File: config.mk
export PLATFORM = sky130hd
export DESIGN_NAME = tpa_post
export DESIGN_NICKNAME = d
export VERILOG_FILES = /design/src/design/tpa_pkg.sv /design/src/design/tpa_post.sv
export SDC_FILE = /design/constraint.sdc
export NUM_CORES = 1
export LEC_CHECK = 0
export BUFFER_PORTS_ARGS = -buffer_cell sky130_fd_sc_hd__clkbuf_2
export CORE_MARGIN = 8
export CORE_UTILIZATION = 45
export DETAILED_ROUTE_END_ITERATION = 6
export GPL_TIMING_DRIVEN = 0
export PLACE_DENSITY = 0.63
export SLEW_MARGIN = 20
export SYNTH_ARGS = -nofsm -noshare
export SYNTH_HDL_FRONTEND = slang
export SYNTH_SLANG_ARGS = --single-unit
export TNS_END_PERCENT = 5
File: constraint.sdc
create_clock -name clk -period 9.2 [get_ports clk]
set_input_delay 1.38 -clock clk [delete_from_list [all_inputs] [get_ports clk]]
set_output_delay 1.38 -clock clk [all_outputs]
set_load 0.02 [all_outputs]
File: src/design/tpa_pkg.sv
// Shared types, constants and helper functions of the two-point angle block.
`default_nettype none

package tpa_pkg;

  // Field widths and format of the result
  localparam int COORD_WIDTH   = 16;
  localparam int FRAC_BITS     = 13;
  localparam int CORDIC_STAGES = 16;
  localparam int ANGLE_W       = 16;

  localparam int DIFF_W   = COORD_WIDTH + 1;
  localparam int MAG_W    = COORD_WIDTH;
  localparam int INT_FRAC = 30;
  localparam int PRE_SHIFT = 60 - COORD_WIDTH;

  // Keep every bit of the micro-rotations: truncation below the pre-shift moves the
  // sign decisions. Magnitudes below 2^60 grow by the CORDIC gain, under 2^62.
  localparam int XY_W     = 63;
  localparam int INIT_SH  = PRE_SHIFT;
  localparam int Z_W      = 32;

  localparam longint PI_Q30      = 64'd3373259426;
  localparam longint HALF_PI_Q30 = 64'd1686629713;
  localparam longint TWO_PI_Q30  = 64'd6746518852;

  localparam int     RND_SH      = INT_FRAC - FRAC_BITS;
  localparam longint RND_HALF    = 64'd1 << (RND_SH - 1);
  localparam longint FULL_ROUND  = (TWO_PI_Q30 + RND_HALF) >> RND_SH;
  localparam longint DEGEN_ROUND = (HALF_PI_Q30 + RND_HALF) >> RND_SH;

  localparam int A_W     = 33;
  localparam int THETA_W = 31;
  localparam int SUM_W   = A_W + 1;
  localparam int R_W     = SUM_W - RND_SH;

  typedef struct packed {
    logic signed [COORD_WIDTH-1:0] first_x;
    logic signed [COORD_WIDTH-1:0] first_y;
    logic signed [COORD_WIDTH-1:0] second_x;
    logic signed [COORD_WIDTH-1:0] second_y;
  } tpa_in_t;

  typedef struct packed {
    logic [ANGLE_W-1:0] angle;
    logic               degenerate;
  } tpa_out_t;

  // Quadrant and special-case flags that ride along with the CORDIC datapath
  typedef struct packed {
    logic vx_neg;
    logic vy_neg;
    logic degen;
  } tpa_flags_t;

  // atan(2^-i) in Q30, truncated
  function automatic logic signed [Z_W-1:0] tpa_atan(input int idx);
    logic signed [Z_W-1:0] val;
    unique case (idx)
      0:  val = 32'sh3243F6A8;
      1:  val = 32'sh1DAC6705;
      2:  val = 32'sh0FADBAFC;
      3:  val = 32'sh07F56EA6;
      4:  val = 32'sh03FEAB76;
      5:  val = 32'sh01FFD55B;
      6:  val = 32'sh00FFFAAA;
      7:  val = 32'sh007FFF55;
      8:  val = 32'sh003FFFEA;
      9:  val = 32'sh001FFFFD;
      10: val = 32'sh000FFFFF;
      11: val = 32'sh0007FFFF;
      12: val = 32'sh0003FFFF;
      13: val = 32'sh0001FFFF;
      14: val = 32'sh0000FFFF;
      15: val = 32'sh00007FFF;
      16: val = 32'sh00003FFF;
      17: val = 32'sh00001FFF;
      18: val = 32'sh00000FFF;
      19: val = 32'sh000007FF;
      20: val = 32'sh000003FF;
      21: val = 32'sh000001FF;
      22: val = 32'sh000000FF;
      23: val = 32'sh0000007F;
      24: val = 32'sh0000003F;
      25: val = 32'sh0000001F;
      26: val = 32'sh0000000F;
      27: val = 32'sh00000008;
      28: val = 32'sh00000004;
      29: val = 32'sh00000002;
      30: val = 32'sh00000001;
      default: val = '0;
    endcase
    return val;
  endfunction

  // Right shift that rounds toward zero
  function automatic logic signed [XY_W-1:0] tpa_sshr(input logic signed [XY_W-1:0] v,
                                                      input int s);
    logic signed [XY_W-1:0] fl;
    logic [XY_W-1:0]        low_mask;
    fl       = v >>> s;
    low_mask = ~({XY_W{1'b1}} << s);
    if (v[XY_W-1] && ((v & low_mask) != '0)) begin
      return fl + XY_W'(1);
    end
    return fl;
  endfunction

endpackage

`default_nettype wire

File: src/design/tpa_post.sv
// Back end: clamp, undo the quadrant fold, round and wrap into one turn; coincident points give pi/2.
`default_nettype none

module tpa_post import tpa_pkg::*; (
  input  wire logic              clk,
  input  wire logic              rst_n,
  input  wire logic              en,
  input  wire logic              z_valid,
  input  wire logic signed [Z_W-1:0] z,
  input  wire tpa_flags_t        flags,
  output logic                   out_valid,
  output tpa_out_t               out_data
);

  logic               a_valid_r;
  logic [A_W-1:0]     a_r, a_nxt;
  logic               degen_r;
  logic               out_valid_r;
  tpa_out_t           out_r, out_nxt;
  logic [THETA_W-1:0] theta;
  logic [SUM_W-1:0]   sum;
  logic [R_W-1:0]     r_raw, r_wrap;

  // Clamp the first-quadrant angle to [0, pi/2], then place it in its quadrant
  always_comb begin
    if (z[Z_W-1]) begin
      theta = '0;
    end else if (longint'(z) > HALF_PI_Q30) begin
      theta = THETA_W'(HALF_PI_Q30);
    end else begin
      theta = z[THETA_W-1:0];
    end
    unique case ({flags.vy_neg, flags.vx_neg})
      2'b00:   a_nxt = A_W'(theta);
      2'b01:   a_nxt = A_W'(PI_Q30) - A_W'(theta);
      2'b11:   a_nxt = A_W'(PI_Q30) + A_W'(theta);
      default: a_nxt = A_W'(TWO_PI_Q30) - A_W'(theta);
    endcase
  end

  // Round half up, fold a full turn back to zero
  always_comb begin
    sum    = SUM_W'(a_r) + SUM_W'(RND_HALF);
    r_raw  = sum[SUM_W-1:RND_SH];
    r_wrap = (r_raw >= R_W'(FULL_ROUND)) ? (r_raw - R_W'(FULL_ROUND)) : r_raw;
    if (degen_r) begin
      out_nxt.angle      = ANGLE_W'(DEGEN_ROUND);
      out_nxt.degenerate = 1'b1;
    end else begin
      out_nxt.angle      = ANGLE_W'(r_wrap);
      out_nxt.degenerate = 1'b0;
    end
  end

  always_ff @(posedge clk) begin
    if (!rst_n) begin
      a_valid_r   <= 1'b0;
      out_valid_r <= 1'b0;
    end else if (en) begin
      a_valid_r   <= z_valid;
      out_valid_r <= a_valid_r;
    end
  end

  always_ff @(posedge clk) begin
    if (en) begin
      a_r     <= a_nxt;
      degen_r <= flags.degen;
      out_r   <= out_nxt;
    end
  end

  assign out_valid = out_valid_r;
  assign out_data  = out_r;

endmodule

`default_nettype wire

==> metrics.md <==
| Metric | Value |
|---|---|
| Total Routed Length | 9930 um |
| Skew final | 5.48 ps |
| Leakage power | 0.00169 uW |
| Vias in the first global route | 3574 |
| M3 GR Usage | 2.62% |
| IR drop worst, VDD | 0.0567 mV |
| Die Span Y | 108 um |
| Drt pass-1 iters | 5 |
| Yosys reg bits | 37 |
| Synth unique cells | 73 |
| Relative slew slack | 42.1% |
| Nets | 573 |
| RSZ-0062 raised after global routing | no |
| Antenna cell count | 0 |
| Yosys top cell area share | 27.6% |
| GR met2 Demand/Resource | 30.6% |
| Final setup viols | 0 |
| Die Span X | 108 um |
| CTS Root Cell | clkbuf_8 |
| Fillcell total | 834 |
| Hold Vio Cnt, Final | 0 |
| IO buf count | 56 |
| Largest cells by area after synthesis | edfxtp_1 28%, ha_1 6.2%, nand2_1 4.6% |
| DRC Markers | 0 |
| Max Cap Viol | 0 |
| Status | complete, no violations |
| Fin crit share | 68.0% |
| Worst Tran Pin Value | 869 ps |
| Clock latency at the later pin of the worst-skew pair | 280 ps |
| GRT met1 Usage | 19.4% |
| Gate Count Post-Synth | 452 |
| Most crowded layer after global routing | met2 |
| CTS tree | yes |
| Post-Syn Area per Cell | 8.44 sq um |
| Max clock buf depth | 2 |
| Post_cts resized | 0 |
| Peak Freq | 160 MHz |
| Synth cell count leaders | 47 x nand2_1, 42 x nor2_1, 35 x edfxtp_1, 28 x a21oi_1, 20 x xnor2_1 |
| PwrDens | 124 mW/mm^2 |
| Syn Nets | 510 |
| Post-layout instance area | 0.00432 sq mm |
| Top Ports | 57 |
| DR vias | 3692 |
| Cell taking the most area after synthesis | edfxtp_1 |
| CTS H-Tree Depth | 2 |
| Gr ovfl total | 0 |
| P&R area growth vs syn | 13.2% |
| Drt wl/cell | 16.0 um |
| Yosys Warn Count | 0 |
| Starting DRC count in detailed routing | 267 |
| Worst-path clk slew | 60 ps |
| Most frequent cell after synthesis | nand2_1 |
| Global-route wire length before repair | 16500 um |
| Most used DFF post-synth | edfxtp_1 |
| CTS sink cnt | 37 |
| CP Class | input pin to flip-flop |
| Fin. max-slew vios | 0 |
| Min setup slack post-route | 2940 ps |
| Setup crit end kind | flip-flop |
| Die ar. | 0.0117 sq mm |
| Post-synth ARST share | 0% |
| GP Congestion | 0.944 |
| Final Critical Period | 6260 ps |
| Layout cells sized above 1 | 15.9% |
| Largest net degree at the start of global routing | 38 |
| Starting density of the core | 46.4% |
| Post-cts hold buffer count | 0 |
| Seq/Total Area, Yosys | 28.6% |
| Crit start category | input pin |
| Post-Place Setup Slack | 2750 ps |
| Worst EP required | 9210 ps |
| Antenna viol nets, final | 0 |
| Post-synth EDFFs | 35 |
| Cell area after synthesis | 0.00381 sq mm |
| Vias per cell | 5.95 |
| Initial antenna violation count | 0 |
| Final Non-Filler Cells | 621 |
| Row count | 33 |
| Detail Placement HPWL | 8060 um |
| Post-Route Setup TNS | 0 ps |
| Tot GR Track Use | 17.1% |
| WP data arrival | 6260 ps |
| Core region area | 0.00822 sq mm |
| Hold Crit Class | flip-flop to flip-flop |
| Inserted Clock Buffers | 5 |
| DP Cell Count | 613 |
| Worst-path fanout max | 10 |
| Postcts setup bufs | 0 |
| PnR Total Power | 536 uW |
| Placed cell areas | 0.00423 sq mm |
-- cell type report --
| class | instances | area (sq um) | share of cell area [%] |
|---|---|---|---|
| Sequential cell | 37 | 1090 | 25.3 |
| Clock buffer | 8 | 90.1 | 2.09 |
| Timing Repair Buffer | 56 | 280 | 6.49 |
| Multi-Input combinational cell | 384 | 2610 | 60.4 |
| Buffer | 12 | 45.0 | 1.04 |
| Inverter | 19 | 71.3 | 1.65 |
| Tap cell | 105 | 131 | 3.04 |
-- kinds of logic (layout without fill, tap and decap cells) --
group / after synthesis / after routing / share of synthesized area [%]
AO/OA/AOI/OAI: 137 / 137 / 26.9
flip-flops: 37 / 37 / 28.6
adder cells (fa/ha/maj): 20 / 20 / 6.49
AND/OR/NAND/NOR: 186 / 186 / 25.3
multiplexers: 9 / 9 / 2.39
buffers and inverters: 31 / 95 / 3.05
XOR/XNOR: 32 / 32 / 7.35
-- where the power goes --
| group | total [uW] | switching, uW | internal [uW] |
|---|---|---|---|
| registers | 223 | 13.8 | 209 |
| logic | 202 | 123 | 79.0 |
| clock network | 111 | 50.0 | 60.9 |
| total | 536 | 186 | 349 |
-- flip-flops by register name (all words and copies together), names as in the netlist --
name	flops
degen_r	1
a_valid_r	1
out_data	17
a_r	17
out_valid	1
-- final timing paths --
check	cells after the start	end	start	slack [ps]
max	18	a_r[30]	z[22]	2940
min reg2reg	2	a_valid_r	a_valid_r	520
max reg2reg	12	out_data[11]	a_r[17]	5570
min	2	a_valid_r	a_valid_r	520
-- per-stage QoR --
step / hold WS (ps) / util, %
after detailed placement: 510 / 51.4
after global routing: 540 / 52.5
after floorplan: 482 / -
after global placement: 498 / 51.4
final: 521 / 52.5
after CTS: 528 / 52.5
-- routing by layer --
metal | vias to the layer above | share of wire, % | routed length (um)
li1 | 1873 | - | -
met1 | 1688 | 44 | 4370
met2 | 116 | 49 | 4840
met3 | 15 | 4.5 | 446
met4 | 0 | 2.7 | 269
met5 | - | 0 | 0
-- worst max-delay path, cell delays in order --
cell      delay (ps)
clkbuf_2         150
or4_4            600
nor3_4           260
nand4_1          160
o21ai_1          330
clkbuf_1         380
clkbuf_1         450
nand2_1          130
ha_1             310
nand3_1           90
nor4b_1          280
a32oi_1          250
o31a_1           370
o311a_4          340
o21ba_2          260
o21ai_2          220
mux2i_1          210
o21ai_1           80
-- layout by cell type, fill, tap and decap left out, types with 11 or more instances in the layout --
cell type | Yosys | final
edfxtp_1 | 35 | 35
nand2_1 | 47 | 47
a21oi_1 | 28 | 28
xor2_1 | 12 | 12
ha_1 | 19 | 19
inv_1 | 18 | 18
nor2_1 | 42 | 42
nand3_1 | 16 | 16
nor3_1 | 11 | 11
clkbuf_1 | 12 | 14
clkbuf_2 | 0 | 56
xnor2_1 | 20 | 20
o21ai_0 | 15 | 15
No activity file was read; power rests on OpenSTA's default activity.
