## src/design/tpa_pkg.sv

```systemverilog
// Shared types, constants and helper functions of the two-point angle block.
`default_nettype none

package tpa_pkg;

  // Field widths and format of the result
  localparam int COORD_WIDTH   = 16;
  localparam int FRAC_BITS     = 13;
  localparam int CORDIC_STAGES = 16;
  localparam int ANGLE_W       = 16;

  localparam int DIFF_W   = COORD_WIDTH + 1;
  localparam int MAG_W    = COORD_WIDTH;
  localparam int INT_FRAC = 30;
  localparam int PRE_SHIFT = 60 - COORD_WIDTH;

  // Keep every bit of the micro-rotations: truncation below the pre-shift moves the
  // sign decisions. Magnitudes below 2^60 grow by the CORDIC gain, under 2^62.
  localparam int XY_W     = 63;
  localparam int INIT_SH  = PRE_SHIFT;
  localparam int Z_W      = 32;

  localparam longint PI_Q30      = 64'd3373259426;
  localparam longint HALF_PI_Q30 = 64'd1686629713;
  localparam longint TWO_PI_Q30  = 64'd6746518852;

  localparam int     RND_SH      = INT_FRAC - FRAC_BITS;
  localparam longint RND_HALF    = 64'd1 << (RND_SH - 1);
  localparam longint FULL_ROUND  = (TWO_PI_Q30 + RND_HALF) >> RND_SH;
  localparam longint DEGEN_ROUND = (HALF_PI_Q30 + RND_HALF) >> RND_SH;

  localparam int A_W     = 33;
  localparam int THETA_W = 31;
  localparam int SUM_W   = A_W + 1;
  localparam int R_W     = SUM_W - RND_SH;

  typedef struct packed {
    logic signed [COORD_WIDTH-1:0] first_x;
    logic signed [COORD_WIDTH-1:0] first_y;
    logic signed [COORD_WIDTH-1:0] second_x;
    logic signed [COORD_WIDTH-1:0] second_y;
  } tpa_in_t;

  typedef struct packed {
    logic [ANGLE_W-1:0] angle;
    logic               degenerate;
  } tpa_out_t;

  // Quadrant and special-case flags that ride along with the CORDIC datapath
  typedef struct packed {
    logic vx_neg;
    logic vy_neg;
    logic degen;
  } tpa_flags_t;

  // atan(2^-i) in Q30, truncated
  function automatic logic signed [Z_W-1:0] tpa_atan(input int idx);
    logic signed [Z_W-1:0] val;
    unique case (idx)
      0:  val = 32'sh3243F6A8;
      1:  val = 32'sh1DAC6705;
      2:  val = 32'sh0FADBAFC;
      3:  val = 32'sh07F56EA6;
      4:  val = 32'sh03FEAB76;
      5:  val = 32'sh01FFD55B;
      6:  val = 32'sh00FFFAAA;
      7:  val = 32'sh007FFF55;
      8:  val = 32'sh003FFFEA;
      9:  val = 32'sh001FFFFD;
      10: val = 32'sh000FFFFF;
      11: val = 32'sh0007FFFF;
      12: val = 32'sh0003FFFF;
      13: val = 32'sh0001FFFF;
      14: val = 32'sh0000FFFF;
      15: val = 32'sh00007FFF;
      16: val = 32'sh00003FFF;
      17: val = 32'sh00001FFF;
      18: val = 32'sh00000FFF;
      19: val = 32'sh000007FF;
      20: val = 32'sh000003FF;
      21: val = 32'sh000001FF;
      22: val = 32'sh000000FF;
      23: val = 32'sh0000007F;
      24: val = 32'sh0000003F;
      25: val = 32'sh0000001F;
      26: val = 32'sh0000000F;
      27: val = 32'sh00000008;
      28: val = 32'sh00000004;
      29: val = 32'sh00000002;
      30: val = 32'sh00000001;
      default: val = '0;
    endcase
    return val;
  endfunction

  // Right shift that rounds toward zero
  function automatic logic signed [XY_W-1:0] tpa_sshr(input logic signed [XY_W-1:0] v,
                                                      input int s);
    logic signed [XY_W-1:0] fl;
    logic [XY_W-1:0]        low_mask;
    fl       = v >>> s;
    low_mask = ~({XY_W{1'b1}} << s);
    if (v[XY_W-1] && ((v & low_mask) != '0)) begin
      return fl + XY_W'(1);
    end
    return fl;
  endfunction

endpackage

`default_nettype wire

```

## src/design/tpa_prep.sv

```systemverilog
// Front end: coordinate differences, then magnitudes and quadrant flags.
`default_nettype none

module tpa_prep import tpa_pkg::*; (
  input  wire logic             clk,
  input  wire logic             rst_n,
  input  wire logic             en,
  input  wire logic             in_valid,
  input  wire tpa_in_t          in_data,
  output logic                  mag_valid,
  output logic [MAG_W-1:0]      mag_x,
  output logic [MAG_W-1:0]      mag_y,
  output tpa_flags_t            flags
);

  logic                     diff_valid_r;
  logic signed [DIFF_W-1:0] dx_r, dy_r, dx_nxt, dy_nxt;
  logic                     mag_valid_r;
  logic [MAG_W-1:0]         mag_x_r, mag_y_r, mag_x_nxt, mag_y_nxt;
  tpa_flags_t               flags_r, flags_nxt;
  logic signed [DIFF_W-1:0] abs_x, abs_y;

  always_comb begin
    dx_nxt = {in_data.second_x[COORD_WIDTH-1], in_data.second_x}
           - {in_data.first_x[COORD_WIDTH-1], in_data.first_x};
    dy_nxt = {in_data.second_y[COORD_WIDTH-1], in_data.second_y}
           - {in_data.first_y[COORD_WIDTH-1], in_data.first_y};
  end

  // vx = dx, vy = -dy (screen y points down)
  always_comb begin
    abs_x     = dx_r[DIFF_W-1] ? -dx_r : dx_r;
    abs_y     = dy_r[DIFF_W-1] ? -dy_r : dy_r;
    mag_x_nxt = abs_x[MAG_W-1:0];
    mag_y_nxt = abs_y[MAG_W-1:0];
    flags_nxt.vx_neg = dx_r[DIFF_W-1];
    flags_nxt.vy_neg = !dy_r[DIFF_W-1] && (dy_r != '0);
    flags_nxt.degen  = (dx_r == '0) && (dy_r == '0);
  end

  always_ff @(posedge clk) begin
    if (!rst_n) begin
      diff_valid_r <= 1'b0;
      mag_valid_r  <= 1'b0;
    end else if (en) begin
      diff_valid_r <= in_valid;
      mag_valid_r  <= diff_valid_r;
    end
  end

  always_ff @(posedge clk) begin
    if (en) begin
      dx_r    <= dx_nxt;
      dy_r    <= dy_nxt;
      mag_x_r <= mag_x_nxt;
      mag_y_r <= mag_y_nxt;
      flags_r <= flags_nxt;
    end
  end

  assign mag_valid = mag_valid_r;
  assign mag_x     = mag_x_r;
  assign mag_y     = mag_y_r;
  assign flags     = flags_r;

endmodule

`default_nettype wire

```

## config.mk

```make
export PLATFORM = sky130hd
export DESIGN_NAME = tpa_prep
export DESIGN_NICKNAME = d
export VERILOG_FILES = /design/src/design/tpa_pkg.sv /design/src/design/tpa_prep.sv
export SDC_FILE = /design/constraint.sdc
export NUM_CORES = 1
export LEC_CHECK = 0
export BUFFER_PORTS_ARGS = -buffer_cell sky130_fd_sc_hd__buf_4
export CAP_MARGIN = 20
export CORE_UTILIZATION = 31
export DETAILED_ROUTE_END_ITERATION = 16
export PLACE_DENSITY = 0.57
export SLEW_MARGIN = 20
export SYNTH_ARGS = -nofsm -noshare
export SYNTH_HDL_FRONTEND = slang
export SYNTH_SLANG_ARGS = --single-unit
```

## constraint.sdc

```tcl
create_clock -name clk -period 3.29 [get_ports clk]
set_clock_uncertainty 0.2 [all_clocks]
set_input_delay 0.1645 -clock clk [delete_from_list [all_inputs] [get_ports clk]]
set_output_delay 0.1645 -clock clk [all_outputs]
set_load 0.005 [all_outputs]
```

==> summary.txt <==
Run status
  – Status: finished, final reports clean

Yosys
  – Post-Synth Simple-Gate Area: 0.1166
  – Compound-gate portion of the synthesized area: 0.1246
  – Syn Inst Count: 397
  – Sequential fraction of the synthesis area: 0.4859
  – Syn nets: 501
  – Xor and xnor area share after synthesis: 0.1088
  – Post-synth EDFFs: 69
  – Post-synthesis async set-or-reset flop share: 0
  – Main flop type after synthesis: edfxtp_1
  – Synth unique cells: between 40 and 50
  – Mux cell area share after synthesis: 0.006908
  – Synthesis-stage register bit count: 71
  – Warnings, synthesis: 0
  – Avg Inst Size Synth: 10.95 µm²
  – Largest family of logic cells by synthesized area: compound AO/OA/AOI/OAI gates
  – Adder-Cell Fraction of Synth Area: 0.1071
  – Cell Area, Synth: 4347 µm²

Route
  – Post-route ant nets: 0
  – DRT Wirelength: 8388 µm
  – Post-DR wirelength/cell: 12.19 µm
  – Initial DRC count: 159
  – Initial DRT Pass Iterations: 4
  – Drt drc: 0
  – Via density: 4.531
  – Via count: 3117

Setup path
  – Worst Path Required: about 3.2 ns
  – Class of the most critical setup path: flop to flop
  – Flop-to-flop setup slack: between 0.6 and 0.7 ns
  – Arr. time, crit path: about 2.5 ns
  – Crit path launch type: flop
  – Critical path peak fanout: 4
  – CP endpoint kind: flop

Clocking
  – Clk slew on worst S/H paths: about 0.050 ns
  – Clock buffer depth: 2
  – Root buf cell: clkbuf_16
  – Hold-fix buffers at CTS: 2
  – TritonCTS clock tree: yes
  – Post-CTS Resized: 0
  – Htree depth: 3
  – Clk_lat worst skew: 0.33 ns
  – CTS sink cnt: 71
  – Setup repair bufs after CTS: 0
  – Number of buffers created by CTS: 9

Layout
  – Fillers: 1323
  – Final core occ: 0.4180
  – Commonest non-fill, non-tap cell in the layout: buf_4
  – Area grow syn2layout: 29.36%
  – Most frequent cells in the layout: buf_4, edfxtp_1, inv_1
  – Share of layout cells above drive strength 1: 0.2480
  – Final net count: roughly 610
  – Antenna Cells: 0

STA
  – Final Cycle Share: 0.8073
  – Worst-margin pin slew: 0.8809 ns
  – Relative slew slack: 0.4127
  – RSZ-0062 raised after global routing: false
  – Max Transition Viols Final: 0
  – Crit path time final: 2.656 ns
  – Sum Neg Setup Slack: 0 ns
  – Fmax: 376.5 MHz
  – Fin. Hold Viols: 0
  – Final setup viols: 0

Die
  – Starting Density: 0.3231
  – Die width: ~120 µm
  – Row cnt: 42
  – Die area: between 10000 and 15000 µm²
  – IO Count: between 100 and 150
  – Core Area: 13450 µm²
  – Die height: 120.4 µm

Place
  – Port bufs: 103
  – Placer Congestion: 0.7590
  – Dpl hpwl: 6712 µm

GRT
  – Tot GR Track Use: 0.1206
  – First-pass GRT wire length: 13590 µm
  – GRT overflow: 0
  – Initial antenna violation count: 0
  – Largest net degree at the start of global routing: just over 70
  – Vias in the first global route: 2912

Min path
  – Min-delay worst type: primary input to flop

Power
  – P per Cell Area: 505.0 nW/µm²
  – Max VDD drop: ~0.26 mV
  – Static leakage: between 2 and 2.5 nW

Flow run
  – Max-cap violation count: 0
[layout make-up]
| cell class | instances | area, µm² | share of cell area |
|---|---|---|---|
| multi-input cells | 268 | 2017 | 0.3587 |
| clock buffers | 9 | 225.2 | 0.04005 |
| flip-flops and latches | 71 | 2112 | 0.3756 |
| repair buffers | 106 | 800.8 | 0.1424 |
| inverters | 52 | 195.2 | 0.03471 |
| clock inverters | 6 | 52.55 | 0.009346 |
| well taps | 176 | 220.2 | 0.03916 |
[report_power, final]
| part | internal, mW | switching (mW) | total (mW) |
|---|---|---|---|
| Combinational | 0.353 | 0.297 | 0.649 |
| Sequential | 1.20 | 0.0929 | 1.29 |
| Clock | 0.572 | 0.330 | 0.902 |
| Total | 2.12 | 0.720 | 2.84 |
[path summary, 6_finish.rpt]
check | cells after the start | startpoint | endpoint
worst max-delay path | 5 | dy_r[4] | flags[1]
worst min register to register | 0 | dy_r[0] | mag_y[0]
worst max register to register | 5 | dy_r[4] | flags[1]
worst min-delay path | 3 | in_data[32] | dy_r[0]
[worst max-delay path: stages (launching register included)]
cell and delay (ns):
edfxtp_1 0.43, or4_4 0.54, or3_1 0.35, or3_4 0.36, or3_4 0.38, nor2b_1 0.13
[registers in the layout, summed over array words and instances (netlist names)]
name / count
dx_r: 17
diff_valid_r: 1
mag_valid: 1
flags: 3
mag_x: 16
dy_r: 17
mag_y: 16
[through the flow]
stage / worst slack [ns] / total power, mW / cell area (µm²) / hold WS (ns) / instances
floorplan: 0.7072 / 1.667 / 4347 / 0.07700 / 397
global placement: 0.6487 / 1.947 / 5325 / 0.1912 / 671
detailed placement: 0.6368 / 1.964 / 5325 / 0.1951 / 671
CTS: 0.6282 / 2.874 / 5623 / 0.004014 / 688
global route: 0.5663 / 2.997 / 5623 / 0.02593 / 688
finish: 0.6339 / 2.839 / 5623 / 0.01463 / 688
[synth_stat cells (2+ instances only)]
cell | number | area, µm²
a211oi_1 | 3 | 22.52
a21o_1 | 6 | 45.04
a21oi_1 | 19 | 95.09
a31o_2 | 2 | 17.52
a31oi_1 | 2 | 12.51
a41oi_1 | 2 | 17.52
and4_1 | 2 | 17.52
clkbuf_1 | 6 | 22.52
dfxtp_1 | 2 | 40.04
edfxtp_1 | 69 | 2072
fa_1 | 2 | 40.04
ha_1 | 34 | 425.4
inv_1 | 52 | 195.2
mux2i_1 | 3 | 30.03
nand2_1 | 20 | 75.07
nand2b_1 | 10 | 62.56
nand3_1 | 8 | 40.04
nand4_1 | 3 | 18.77
nor2_1 | 12 | 45.04
nor2b_1 | 11 | 68.82
nor3_1 | 3 | 15.01
o2111ai_1 | 2 | 17.52
o21a_1 | 3 | 22.52
o21ai_0 | 29 | 145.1
o31ai_1 | 7 | 52.55
o41ai_1 | 3 | 26.28
or2_2 | 2 | 12.51
or3_1 | 5 | 31.28
or3_4 | 2 | 22.52
or4_1 | 6 | 45.04
xnor2_1 | 49 | 429.2
xor2_1 | 5 | 43.79
[logic make-up (layout without fill, tap and decap cells)]
kind of cell	count (synthesis)	in the layout
adders and majority gates	36	36
muxes	3	3
buffers and inverters	58	173
and+or+nand+nor	90	90
xor gates and xnor gates	54	54
AOI/OAI and AO/OA	85	85
DFF	71	71
[metal layers]
metal	up-vias	wire (µm)	GRT usage
li1	1642	-	-
met4	0	162	0.05556
met3	11	384	0.03113
met5	-	0	0
met2	70	3578	0.1756
met1	1394	4262	0.1668
Power figures use the tool's default switching activity.
